<file path="config.mk">
export PLATFORM = sky130hd
export DESIGN_NAME = aas_wrap_mod
export DESIGN_NICKNAME = d
export VERILOG_FILES = /design/src/hw/rtl/aas_pkg.sv /design/src/hw/rtl/aas_wrap_mod.sv
export SDC_FILE = /design/constraint.sdc
export NUM_CORES = 2
export LEC_CHECK = 0
export CORE_ASPECT_RATIO = 2
export CORE_UTILIZATION = 45
export DETAILED_ROUTE_END_ITERATION = 16
export DONT_BUFFER_PORTS = 1
export SLEW_MARGIN = 20
export SYNTH_ARGS = -nofsm -noshare
export SYNTH_HDL_FRONTEND = slang
export SYNTH_SLANG_ARGS = --single-unit
</file>
<file path="constraint.sdc">
create_clock -name i_clk -period 6.7 [get_ports i_clk]
set_clock_uncertainty 0.15 [all_clocks]
set_input_delay 0.67 -clock i_clk [delete_from_list [all_inputs] [get_ports i_clk]]
set_output_delay 0.67 -clock i_clk [all_outputs]
set_load 0.01 [all_outputs]
</file>
<file path="src/hw/rtl/aas_pkg.sv">
// ----------------------------------------------------------------------------
// aas_pkg
// Shared widths, register indexes and request/result types of the
// analog absolute angle scaler.
// ----------------------------------------------------------------------------
`default_nettype none

package aas_pkg;

    localparam int ADC_BITS  = 12;
    localparam int FRAC_BITS = 16;
    localparam int WIN_W     = FRAC_BITS + 1;
    localparam int FS_W      = 24;
    localparam int OFF_W     = 25;
    localparam int RAW_W     = OFF_W + 1;
    localparam int PROD_W    = WIN_W + FS_W;
    localparam int CFG_IDX_W = 3;
    localparam int CFG_DAT_W = OFF_W;

    localparam logic [WIN_W-1:0] ONE_FRAC = WIN_W'(1) << FRAC_BITS;

    localparam logic [CFG_IDX_W-1:0] REG_WINDOW_LOW  = 3'd0;
    localparam logic [CFG_IDX_W-1:0] REG_WINDOW_HIGH = 3'd1;
    localparam logic [CFG_IDX_W-1:0] REG_FULL_SCALE  = 3'd2;
    localparam logic [CFG_IDX_W-1:0] REG_ZERO_OFFSET = 3'd3;
    localparam logic [CFG_IDX_W-1:0] REG_INVERT_DIR  = 3'd4;

    typedef struct packed {
        logic [ADC_BITS-1:0] sensor_sample;
        logic [ADC_BITS-1:0] rail_sample;
    } t_request;

    typedef struct packed {
        logic [FS_W-1:0] angle_pos;
        logic            fault;
    } t_result;

endpackage

`default_nettype wire

</file>
<file path="src/hw/rtl/aas_wrap_mod.sv">
// ----------------------------------------------------------------------------
// aas_wrap_mod
// Pipelined remainder unit: the magnitude of the offset position modulo the
// full scale, one dividend bit per stage.
// ----------------------------------------------------------------------------
`default_nettype none

module aas_wrap_mod (
    input  wire logic                       i_clk,
    input  wire logic                       i_rst_n,
    input  wire logic                       i_valid,
    input  wire logic [aas_pkg::RAW_W-1:0]  i_mag,
    input  wire logic [aas_pkg::FS_W-1:0]   i_fs,
    output logic                            o_valid,
    output logic [aas_pkg::FS_W-1:0]        o_rem
);

    localparam int N = aas_pkg::RAW_W;
    localparam int W = aas_pkg::FS_W;

    logic         r_v   [N];
    logic [N-1:0] r_mag [N];
    logic [W-1:0] r_rem [N];
    logic [W-1:0] n_rem [N];

    always_comb begin
        logic [W:0]   rem2;
        logic [W-1:0] src_rem;
        logic [N-1:0] src_mag;
        for (int k = 0; k < N; k++) begin
            src_rem = (k == 0) ? '0    : r_rem[(k == 0) ? 0 : k - 1];
            src_mag = (k == 0) ? i_mag : r_mag[(k == 0) ? 0 : k - 1];
            rem2 = {src_rem, src_mag[N-1-k]};
            if (rem2 >= {1'b0, i_fs}) begin
                n_rem[k] = W'(rem2 - {1'b0, i_fs});
            end else begin
                n_rem[k] = rem2[W-1:0];
            end
        end
    end

    always_ff @(posedge i_clk) begin
        if (!i_rst_n) begin
            for (int k = 0; k < N; k++) begin
                r_v[k] <= 1'b0;
            end
        end else begin
            r_v[0] <= i_valid;
            for (int k = 1; k < N; k++) begin
                r_v[k] <= r_v[k-1];
            end
        end
    end

    always_ff @(posedge i_clk) begin
        r_mag[0] <= i_mag;
        for (int k = 1; k < N; k++) begin
            r_mag[k] <= r_mag[k-1];
        end
        for (int k = 0; k < N; k++) begin
            r_rem[k] <= n_rem[k];
        end
    end

    assign o_valid = r_v[N-1];
    assign o_rem   = r_rem[N-1];

endmodule

`default_nettype wire

</file>
==> run summary <==
status: completed
Via-to-Cell Ratio: 5.754
Final Hold Vio Count: 0
WL final: 165,600 um
Tcrit/Tclk final: 0.6478
Synth Flop Type: dfxtp_1
crit path launch type: input pin
FF/Latch Area: 19,520 um2
critical-path maximum fanout: 30
Max VDD drop: 0.2327 mV
clock latency on the worst-skew pair: 0.72 ns
CP endpoint kind: flip-flop
Worst slew margin: 0.2609
crit path kind: input pin to flip-flop
fmax: 230.4 MHz
share of the synthesized area in the top cell type: 0.3585
most common cell in the netlist: dfxtp_1
initial antenna violation count: 8
Die H: 493.9 um
Least-Margin Pin Slew: 1.094 ns
min-delay worst type: input pin to flip-flop
list of most frequent post-synthesis cells: 975 x dfxtp_1, 602 x ha_1, 580 x a21oi_1
CTS Buffer Depth: 3
PostCTS Resize Cnt: 0
register bit total from synthesis: 975
area of the multi-input gates: 33,630 um2
postcts setup bufs: 0
I/O pin total: 78
core area: 120,000 um2
CTS tree: done
CTS Buf Count: 91
largest cells by area after synthesis: dfxtp_1 36%, ha_1 14%, a21oi_1 5.3%
DR pass1 iterations: 8
setup TNS: 0 ns
area grow syn2layout: 9.985%
syn avg cell area: 9.178 um2
first-pass GRT wire length: 249,900 um
largest net degree at the start of global routing: 46
CTS sink cnt: 975
PortBufs: 0
Layout Cells excl Fill: 7,601
P_leak: 26.83 nW
clk slew on worst S/H paths: 0.07 ns
Setup WS post-layout: 2.360 ns
DIE AREA: 122,500 um2
wire per inst: 21.78 um
PwrDens: 365.0 nW/um2
routability cong.: 0.9587
Slew Viols, Final: 0
Worst EP required: 7.16 ns
min Tclk post-route: 4.340 ns
die width: 248.0 um
Worst path slowest cell: a211oi_4
H-tree Lvls: 3
RSZ-0062 raised after global routing: false
cts hold-fix bufs: 29
Layout Nets: 6,657
area leader, netlist: dfxtp_1
number of enable flip-flop cells after synthesis: 0
vias in the first global route: 45,060
Remaining Overflow, GRT: 0
post-synthesis sequential area ratio: 0.3585
GR Util All Layers: 0.2689
library cells used by synthesis: 84
vias post-DR: 43,740
Syn Nets: 6,612
initial core utilization: 0.4536
Root Buffer: clkbuf_16
share of layout cells above drive strength 1: 0.09086
async set-or-reset flop fraction in the synthesized netlist: 0
WP data arrival: 4.80 ns
Max Cap Viol: 0
Routed Antenna Nets: 0
synthesized area: 54,450 um2
fill count: 11,210
Ys Warns: 0
hpwl dp: 127,500 um
DRC: 0
placed cells: 7,402
critical-path cell list: inv_2 > buf_4 > ha_1 > nand3_1 > o211ai_1 > a221oi_1 > o21ai_0 > o21ai_0 > o31ai_1 > a211oi_4 > buf_4 > mux2_2
crit-path max cell delay: 0.63 ns
Syn Inst Count: 5,932
final setup violation count: 0
worst hold slack: 0.05595 ns
drt initial violations: 1,969
DP Worst Slack: 1.647 ns
row count: 180
-- sequential cells by signal (all words and copies together), names as in the netlist --
register,count
r_mag,325
r_rem,624
r_v,26
-- where the power goes --
part | total (mW) | switching, mW | internal, mW
Combinational | 8.74 | 4.89 | 3.85
Sequential | 7.59 | 0.770 | 6.82
Clock | 5.52 | 2.46 | 3.06
Total | 21.9 | 8.13 | 13.7
-- through the flow --
stage	cell area (um2)	util	power (mW)
2_1_floorplan	54450	-	14.23
3_3_place_gp	56390	0.4698	16.27
3_5_place_dp	56390	0.4698	16.37
4_1_cts	59880	0.4988	22.00
5_1_grt	59880	0.4989	23.29
6_report	59880	0.4989	21.86
-- kinds of logic (layout without fill, tap and decap cells) --
kind of cell    count (synthesis)  after routing  share of synthesized area
buf+inv                       343            464                    0.02640
flops                         975            975                     0.3585
compound gates               1816           1816                     0.2088
other cells                     0              1                          0
xor+xnor                      499            499                    0.08027
fa+ha+maj                     627            627                     0.1475
mux                           275            275                    0.05669
simple gates                 1397           1397                     0.1218
-- layout make-up --
| class | count | share of cell area |
|---|---|---|
| multi-input combinational | 4614 | 0.5615 |
| sequential | 975 | 0.3260 |
| clock buffer | 118 | 0.04273 |
| tap | 1547 | 0.03232 |
| timing repair buffer | 99 | 0.01446 |
| inverter | 196 | 0.01233 |
| clock inverter | 51 | 0.01064 |
| antenna | 1 | 0.00004179 |
-- layer usage --
layer	wire length (um)	vias to the layer above	share of wire	track usage
li1	-	21590	-	-
met1	55020	20570	0.33	0.2428
met2	88500	1039	0.53	0.5144
met3	6515	537	0.039	0.04124
met4	15480	6	0.093	0.2215
met5	42	-	0.00025	0
-- final timing paths --
check                        start                     to  slack [ns]  cells after the start
max reg2reg   r_rem[1][48]$_DFF_P_   r_rem[1][74]$_DFF_P_        2.57                     12
max                        i_fs[2]  r_rem[0][289]$_DFF_P_        2.36                     12
min                        i_fs[0]  r_rem[0][216]$_DFF_P_        0.06                      2
min reg2reg  r_mag[0][245]$_DFF_P_  r_mag[0][271]$_DFF_P_        0.16                      0
-- cell usage in the layout (no fill, tap or decap), drive strengths merged, types with 70 or more instances in the layout --
cell type	synthesis	routed
ha	602	602
clkbuf	103	118
nor2b	78	78
o21bai	71	71
nand2b	98	98
nand2	407	407
a21o	267	267
inv	196	200
dfxtp	975	975
nand4	77	77
mux2	258	258
xor2	186	186
a21oi	580	580
xnor2	313	313
nand3	113	113
buf	44	70
o21ai	449	449
nor2	375	375
-- worst max-delay path: cells and delay by family --
kind	cells	cell delay [ns]
compound gates	6	2.12
fa+ha+maj	1	0.32
buf+inv	3	1.10
mux	1	0.36
simple gates	1	0.21
(Power assumes the default switching activity.)
