## src/hw/rtl/aas_pkg.sv

```systemverilog
// ----------------------------------------------------------------------------
// aas_pkg
// Shared widths, register indexes and request/result types of the
// analog absolute angle scaler.
// ----------------------------------------------------------------------------
`default_nettype none

package aas_pkg;

    localparam int ADC_BITS  = 12;
    localparam int FRAC_BITS = 16;
    localparam int WIN_W     = FRAC_BITS + 1;
    localparam int FS_W      = 24;
    localparam int OFF_W     = 25;
    localparam int RAW_W     = OFF_W + 1;
    localparam int PROD_W    = WIN_W + FS_W;
    localparam int CFG_IDX_W = 3;
    localparam int CFG_DAT_W = OFF_W;

    localparam logic [WIN_W-1:0] ONE_FRAC = WIN_W'(1) << FRAC_BITS;

    localparam logic [CFG_IDX_W-1:0] REG_WINDOW_LOW  = 3'd0;
    localparam logic [CFG_IDX_W-1:0] REG_WINDOW_HIGH = 3'd1;
    localparam logic [CFG_IDX_W-1:0] REG_FULL_SCALE  = 3'd2;
    localparam logic [CFG_IDX_W-1:0] REG_ZERO_OFFSET = 3'd3;
    localparam logic [CFG_IDX_W-1:0] REG_INVERT_DIR  = 3'd4;

    typedef struct packed {
        logic [ADC_BITS-1:0] sensor_sample;
        logic [ADC_BITS-1:0] rail_sample;
    } t_request;

    typedef struct packed {
        logic [FS_W-1:0] angle_pos;
        logic            fault;
    } t_result;

endpackage

`default_nettype wire

```

## src/hw/rtl/aas_frac_div.sv

```systemverilog
// ----------------------------------------------------------------------------
// aas_frac_div
// Pipelined fractional divider, one quotient bit per stage. The starting
// remainder is below the divisor, so the quotient is a Q0.16 fraction.
// ----------------------------------------------------------------------------
`default_nettype none

module aas_frac_div (
    input  wire logic                          i_clk,
    input  wire logic                          i_rst_n,
    input  wire logic                          i_valid,
    input  wire logic [aas_pkg::WIN_W-1:0]     i_rem,
    input  wire logic [aas_pkg::WIN_W-1:0]     i_div,
    output logic                               o_valid,
    output logic [aas_pkg::FRAC_BITS-1:0]      o_quot
);

    localparam int N = aas_pkg::FRAC_BITS;
    localparam int W = aas_pkg::WIN_W;

    logic         r_v   [N];
    logic [W-1:0] r_rem [N];
    logic [W-1:0] r_div [N];
    logic [N-1:0] r_q   [N];
    logic [W-1:0] n_rem [N];
    logic [N-1:0] n_q   [N];

    always_comb begin
        logic [W:0]   rem2;
        logic [W-1:0] src_rem;
        logic [W-1:0] src_div;
        logic [N-1:0] src_q;
        for (int k = 0; k < N; k++) begin
            src_rem = (k == 0) ? i_rem : r_rem[(k == 0) ? 0 : k - 1];
            src_div = (k == 0) ? i_div : r_div[(k == 0) ? 0 : k - 1];
            src_q   = (k == 0) ? '0    : r_q[(k == 0) ? 0 : k - 1];
            rem2 = {src_rem, 1'b0};
            if (rem2 >= {1'b0, src_div}) begin
                n_rem[k] = W'(rem2 - {1'b0, src_div});
                n_q[k]   = {src_q[N-2:0], 1'b1};
            end else begin
                n_rem[k] = rem2[W-1:0];
                n_q[k]   = {src_q[N-2:0], 1'b0};
            end
        end
    end

    always_ff @(posedge i_clk) begin
        if (!i_rst_n) begin
            for (int k = 0; k < N; k++) begin
                r_v[k] <= 1'b0;
            end
        end else begin
            r_v[0] <= i_valid;
            for (int k = 1; k < N; k++) begin
                r_v[k] <= r_v[k-1];
            end
        end
    end

    always_ff @(posedge i_clk) begin
        r_div[0] <= i_div;
        for (int k = 1; k < N; k++) begin
            r_div[k] <= r_div[k-1];
        end
        for (int k = 0; k < N; k++) begin
            r_rem[k] <= n_rem[k];
            r_q[k]   <= n_q[k];
        end
    end

    assign o_valid = r_v[N-1];
    assign o_quot  = r_q[N-1];

endmodule

`default_nettype wire

```

## config.mk

```make
export PLATFORM = sky130hd
export DESIGN_NAME = aas_frac_div
export DESIGN_NICKNAME = d
export VERILOG_FILES = /design/src/hw/rtl/aas_pkg.sv /design/src/hw/rtl/aas_frac_div.sv
export SDC_FILE = /design/constraint.sdc
export NUM_CORES = 1
export LEC_CHECK = 0
export BUFFER_PORTS_ARGS = -buffer_cell sky130_fd_sc_hd__buf_2
export CAP_MARGIN = 40
export CORE_AREA = 2 2 229 231
export CTS_CLUSTER_DIAMETER = 50
export DETAILED_ROUTE_END_ITERATION = 7
export DIE_AREA = 0 0 231 233
export PLACE_DENSITY = 0.76
export SLEW_MARGIN = 10
export SYNTH_ARGS = -nofsm -noshare
export SYNTH_HDL_FRONTEND = slang
export SYNTH_SLANG_ARGS = --single-unit
```

## constraint.sdc

```tcl
create_clock -name i_clk -period 2.9 [get_ports i_clk]
set_clock_uncertainty 0.15 [all_clocks]
set_input_delay 0 -clock i_clk [delete_from_list [all_inputs] [get_ports i_clk]]
set_output_delay 0 -clock i_clk [all_outputs]
set_load 0.05 [all_outputs]
```

==> results of run 1 <==
-- layout by cell type, fill, tap and decap left out, types with 26 or more instances in the layout --
master	synthesis	routed
dfxtp_1	662	649
mux2_4	8	38
nor2b_1	42	37
clkbuf_16	0	79
xnor2_1	110	110
o21ai_0	86	83
nand2b_1	38	37
xor2_1	71	71
a21o_1	82	82
nor3_1	33	27
dlygate4sd3_1	0	59
nand2_1	161	159
buf_2	7	53
o21a_1	60	60
nor2_1	178	175
and2_1	28	27
o21ai_1	112	110
a31oi_1	29	26
ha_1	271	260
a21oi_1	211	202
buf_4	1	103
mux2_1	91	62
nand3_1	36	35
inv_1	317	311
-- where the power goes --
part / switching, mW / internal (mW)
sequential: 1.62 / 12.1
clock: 3.87 / 5.80
combinational: 11.0 / 10.4
total: 16.5 / 28.4
-- final cells by class --
| cell class | count | area (um2) |
|---|---|---|
| Clock inverter | 44 | 536.8 |
| Multi-Input combinational cell | 1945 | 14900 |
| Timing Repair Buffer | 238 | 2044 |
| Fill cell | 3761 | 16240 |
| Tap cell | 680 | 850.8 |
| Inverter | 323 | 1212 |
| Clock buffer | 92 | 2039 |
| Sequential cell | 662 | 13270 |
-- metal layers --
layer	global-route usage	wire, um	up-vias
met3	0.03395	2824	145
met1	0.2855	28400	10260
met5	0	0	-
met4	0.08609	1651	0
li1	-	-	10830
met2	0.4184	32150	490
-- through the flow --
step / std cells / cell area (um2) / TNS, ns / power [mW] / setup WS, ns
3_3_place_gp: 3749 / 30700 / -0.5464 / 32.18 / -0.1724
3_5_place_dp: 3749 / 30700 / -2.123 / 32.79 / -0.2161
6_report: 3984 / 34850 / -0.3338 / 44.84 / -0.1742
5_1_grt: 3984 / 34850 / -3.883 / 47.79 / -0.2523
4_1_cts: 3956 / 34030 / -0.1878 / 43.04 / -0.1878
2_1_floorplan: 2971 / 28990 / -0.1368 / 27.88 / -0.1368
-- registers in the layout (all words and copies together) (netlist names) --
| name | count |
|---|---|
| r_q | 136 |
| r_rem | 255 |
| r_div | 255 |
| r_v | 16 |
-- critical path, cell delays in order (launching register included) --
cell     delay (ns)
dfxtp_2        0.33
inv_2          0.05
ha_4           0.21
nor2b_4        0.12
o31a_1         0.30
or4_4          0.43
a221o_2        0.38
o22a_1         0.22
a311o_1        0.36
xor2_1         0.15
mux2_4         0.25
-- logic make-up after synthesis --
logic type / after synthesis
DFF: 662
muxes: 124
and+or+nand+nor: 612
AOI/OAI and AO/OA: 742
adders and majority gates: 286
xor gates and xnor gates: 181
buffers and inverters: 364
-- what timing repair did --
action / CTS / global route
setup endpoints to repair: 55 / 143
hold endpoints to repair: 51 / 0
resized for setup: 14 / 131
gates cloned: 0 / 6
setup buffers: 12 / 25
hold buffers: 59 / 0
pin swaps: 14 / 35
-- worst max path at each step --
stage	start	cells after the start	slack, ns	endpoint
4_1_cts	r_div[1][35]	10	-0.19	r_rem[1][66]
3_3_place_gp	r_div[1][35]	10	-0.17	r_rem[1][66]
2_1_floorplan	r_div[1][35]	10	-0.14	r_rem[1][66]
5_1_grt	r_div[1][35]	10	-0.25	r_rem[1][66]
6_report	r_div[1][35]	10	-0.17	r_rem[1][66]
3_5_place_dp	r_div[1][35]	10	-0.22	r_rem[1][66]
==> flow_summary_export.csv, run 1 <==
group,metric,value,unit
run_status,status,"finished, violations left",
run_status,violations,"setup timing",
timing,finalWorstSetupSlack,-0.1742,ns
die,core_area,51090,um2
yosys,async_flop_share,0,
clocking,htreeDepth,3,
min_path,hold_class,"primary input to flop",
yosys,synth_top_family_by_area,"compound AO/OA/AOI/OAI gates",
timing,period_needed,3.074,ns
yosys,yosysSeqAreaShare,0.4576,
clocking,clkSlewWorstSetupHoldPaths,0.06,ns
die,ioPinCount,54,
die,die_y,233,um
global_route,grt_max_degree,34,
min_path,min_delay_path_depth,3,
clocking,clkLatencyLatePin,0.63,ns
timing,worst-slew-pin-transition,0.5755,ns
yosys,yosys-top-cells-count,"dfxtp_1, inv_1, ha_1",
yosys,synth_cell_types,83,
timing,fmax,325.3,MHz
job,max-cap-violations,0,
cells_and_area,area_growth_syn_to_layout,20.33,%
global_route,grt_pass1_vias,21610,
timing,relSlewSlack,0.6113,
cells_and_area,n_antenna_cell,0,
drt,drt_iter0_drc,1308,
timing,fin_hold_ws,0.02237,ns
yosys,postSynthAreaPerCell,9.748,um2
yosys,yosys.area_share.simple,0.1024,
setup_path,path_class,"flop to flop",
timing,fin_crit_sh,1.060,
drt,ant_nets,0,
drt,dr.pass1.iters,8,
setup_path,cp_max_fo,2,
drt,drt-total-wl,65020,um
global_route,grt_antenna_before_repair,0,
yosys,syn_inst,2971,
die,dieArea,53820,um2
global_route,global_route.usage.total,0.2342,
drt,remaining_drc_errors,0,
clocking,cts_buffers,74,
yosys,synth.most_common_cell,"dfxtp_1",
yosys,ys_warn_count,0,
power,ir_drop,555.7,uV
yosys,synth_area_leaders,"dfxtp_1, ha_1, inv_1",
setup_path,r2r_slack,-0.17,ns
clocking,root_buffer,"clkbuf_16",
cells_and_area,drive_gt1_frac,0.1468,
die,start_util,0.5669,
yosys,synth_top_area_frac,0.4576,
yosys,synth_ff_type,"dfxtp_1",
timing,finalSetupViolations,11,
setup_path,arrival,3.42,ns
place,place_hpwl,45700,um
place,gp_congestion,0.9281,
power,powerDensity,1287,nW/um2
clocking,clock-sinks,662,
min_path,hp-start,"i_rem[4]",
yosys,syn_area,28960,um2
setup_path,rr_worst_depth,10,
global_route,grt_pass1_wl,103600,um
min_path,whs_endpoint,"r_rem[0][5]",
setup_path,r2r_end,"r_rem[1][66]",
setup_path,required,3.24,ns
yosys,synth_edf_count,0,
yosys,synth_compound_area_frac,0.1603,
clocking,clock_path_buffers,3,
timing,slew_viol_final,0,
yosys,synth_xor_area_frac,0.05473,
place,portBuffers,53,
global_route,overflow,0,
yosys,synth_nets,3294,
setup_path,cp-start-kind,"flop",
cells_and_area,nNetsFinal,3567,
clocking,cts_tree,"yes",
yosys,ys_ff_latch,662,
yosys,synthMuxAreaShare,0.04890,
drt,wl_per_cell,16.32,um
cells_and_area,fin_util,0.6821,
timing,finalHoldViolations,0,
yosys,synthAdderAreaFrac,0.1274,
setup_path,cp-end-kind,"flop",
setup_path,r2r-start,"r_div[1][35]",
timing,rsz0062_at_grt,"yes",
die,die_x,231,um
yosys,synth_area_leader_cell,"dfxtp_1",
drt,vias_per_cell,5.454,
power,power.leakage,16.15,nW
drt,vias,21730,
die,rows,83,
(Power assumes the default switching activity.)
==> run 2, diff against run 1 <==
--- a/config.mk
+++ b/config.mk
@@ -9,6 +9,6 @@
 export CAP_MARGIN = 40
-export CORE_AREA = 2 2 229 231
+export CORE_AREA = 2 2 223 225
 export CTS_CLUSTER_DIAMETER = 50
 export DETAILED_ROUTE_END_ITERATION = 7
-export DIE_AREA = 0 0 231 233
+export DIE_AREA = 0 0 225 227
 export PLACE_DENSITY = 0.76
==> constraint.sdc (replaced) <==
create_clock -name i_clk -period 3.4 [get_ports i_clk]
set_clock_uncertainty 0.15 [all_clocks]
set_input_delay 0 -clock i_clk [delete_from_list [all_inputs] [get_ports i_clk]]
set_output_delay 0 -clock i_clk [all_outputs]
set_load 0.1 [all_outputs]
==> run 2 against run 1 <==
  * The run now ends clean
  * Total power shrank 20%
  * Flip-flop and latch count is the same
  * Critical path depth is the same
  * Global-route usage grew 1.3 points
  * Maximum frequency shrank 5.3%
  * Largest power group unchanged
  * First-iteration DRC count grew 1.1%
  * Register-to-register slack gained 0.33 ns
  * Critical endpoint unchanged
  * Clock power shrank 21%
  * Non-clock buffer count shrank 95
  * Combinational power shrank 23%
  * Utilization grew 0.071 points
  * Sequential share of layout area grew 1.9 points
==> flow_summary_export.csv, run 2 (synthesis results as in run 1) <==
group,metric,value,unit
run_status,status,"complete, no violations",
die,dieArea,51080,um2
setup_path,cp_slowest_stage_delay,0.44,ns
cells_and_area,nNetsFinal,3468,
drt,dr_wl_met2,30090,um
place,place_hpwl,45860,um
global_route,grt_max_degree,34,
cells_and_area,area_growth_syn_to_layout,14.44,%
cells_and_area,fin_cells,3822,
clocking,cts_tree,"yes",
setup_path,rr_worst_depth,10,
min_path,hp-start,"i_rem[7]",
drt,wirelength_met1,27590,um
timing,rsz0062_at_grt,"no",
timing,period_needed,3.245,ns
drt,wl_per_cell,16.27,um
setup_path,required,3.75,ns
power,ir_drop,505.5,uV
drt,ant_nets,0,
timing,fin_crit_sh,0.9546,
global_route,overflow,0,
timing,fmax,308.1,MHz
global_route,grt_pass1_wl,103200,um
timing,finalSetupTns,0,ns
setup_path,r2r-start,"r_div[1][35]",
timing,worst-slew-pin-transition,0.6931,ns
power,power.leakage,15.33,nW
setup_path,cp-start-kind,"flop",
drt,dr.max_layer_used,"met4",
die,ioPinCount,54,
die,die_x,225,um
die,die_y,227,um
setup_path,arrival,3.59,ns
cells_and_area,top_regs,"r_div: 255 flops, r_rem: 255 flops, r_q: 136 flops",
timing,slew_viol_final,0,
setup_path,cp-end-kind,"flop",
clocking,clock-sinks,662,
place,gp_congestion,0.9191,
cells_and_area,layout_common_cells,"dfxtp_1, inv_1, ha_1, a21oi_1, nor2_1",
setup_path,cp.depth,10,
cells_and_area,n_antenna_cell,0,
setup_path,cp_max_fo,4,
cells_and_area,final_common_cell,"dfxtp_1",
drt,dr.pass1.iters,6,
setup_path,r2r_end,"r_rem[1][66]",
cells_and_area,fillCellCount,3682,
drt,vias_per_cell,5.545,
global_route,grt_pass1_vias,21420,
place,portBuffers,53,
drt,remaining_drc_errors,0,
die,start_util,0.5966,
setup_path,cp.buffers_inverters,1,
clocking,root_buffer,"clkbuf_16",
drt,drt_iter0_drc,1323,
job,max-cap-violations,0,
setup_path,critPathSlowestCell,"or4_4",
die,core_area,48550,um2
clocking,clkLatencyLatePin,0.61,ns
place,place_inst,3630,
setup_path,r2r_slack,0.15,ns
global_route,global_route.usage.total,0.2471,
clocking,clkSlewWorstSetupHoldPaths,0.06,ns
timing,finalHoldViolations,0,
power,powerDensity,1078,nW/um2
setup_path,crit_chain,"inv_1 > ha_1 > nor2b_1 > o31a_1 > or4_4 > a221o_2 > o22a_1 > a311o_1 > xor2_1 > mux2_4",
clocking,clock_path_buffers,3,
min_path,hold_class,"primary input to flop",
setup_path,endpoint,"r_rem[1][66]",
die,rows,81,
setup_path,path_class,"flop to flop",
timing,finalSetupViolations,0,
clocking,cts_buffers,70,
global_route,grt_antenna_before_repair,0,
timing,relSlewSlack,0.5260,
drt,vias,21190,
setup_path,crit_family,"compound AO/OA/AOI/OAI gates",
min_path,min_delay_path_depth,4,
drt,drt-total-wl,62180,um
clocking,htreeDepth,3,
drt,wl_met3,3029,um
setup_path,crit_path_start,"r_div[1][35]",
cells_and_area,drive_gt1_frac,0.07719,
[run 2: cell types whose count changed in the layout (fill, tap and decap cells not counted), sizes merged]
cell,before,now
dlygate4sd3,59,65
bufinv,8,4
clkinv,14,12
clkinvlp,10,6
clkbuf,97,93
buf,174,78
[run 2: worst min path at each step]
stage,end
after floorplan,r_div[0][0]
after global placement,r_div[0][2]
after detailed placement,r_div[0][2]
after CTS,r_rem[0][8]
after global routing,r_rem[0][1]
final,r_rem[0][8]
[run 2: power breakdown]
group	internal [mW]	total (mW)	switching, mW
registers	10.3	11.6	1.31
logic	7.37	16.4	9.05
clock network	4.45	7.65	3.20
[run 2: layer usage]
layer	GRT usage	vias up
met5	0	-
met1	0.3065	9992
met3	0.04169	121
met2	0.4360	477
met4	0.08374	0
li1	-	10600
[run 2: repair_timing]
item / in CTS / in global routing
gates resized for setup: 0 / 3
hold endpoints to repair: 51 / 0
hold buffers: 65 / 0
setup endpoints to repair: 0 / 18
setup buffers: 0 / 0
[run 2: worst min-delay path, delay by kind of cell]
family / cells / cell delay, ns
buffers and inverters: 2 / 0.64
AND/OR/NAND/NOR: 1 / 0.04
AO/OA/AOI/OAI: 1 / 0.10
[run 2: cell type report]
| class | instances | area, um2 | area share |
|---|---|---|---|
| flip-flops and latches | 662 | 13250 | 0.3998 |
| inverters | 323 | 1212 | 0.03658 |
| well taps | 622 | 778.2 | 0.02348 |
| clock inverters | 34 | 390.4 | 0.01178 |
| clock buffers | 93 | 1959 | 0.05911 |
| multi-input cells | 1945 | 14360 | 0.4332 |
| repair buffers | 143 | 1194 | 0.03601 |
[run 2: per-stage QoR]
| step | util | instance area [um2] | hold slack [ns] | worst slack [ns] | total power [mW] |
|---|---|---|---|---|---|
| detailed placement | 0.6207 | 30130 | -0.02548 | 0.1786 | 27.83 |
| global placement | 0.6201 | 30100 | -0.02846 | 0.1208 | 27.22 |
| global route | 0.6828 | 33150 | 0.08726 | 0.01219 | 38.25 |
| CTS | 0.6825 | 33130 | 0.01774 | 0.1456 | 35.77 |
| floorplan | - | 28960 | -0.1223 | 0.3420 | 24.06 |
| finish | 0.6828 | 33150 | 0.05897 | 0.1545 | 35.72 |
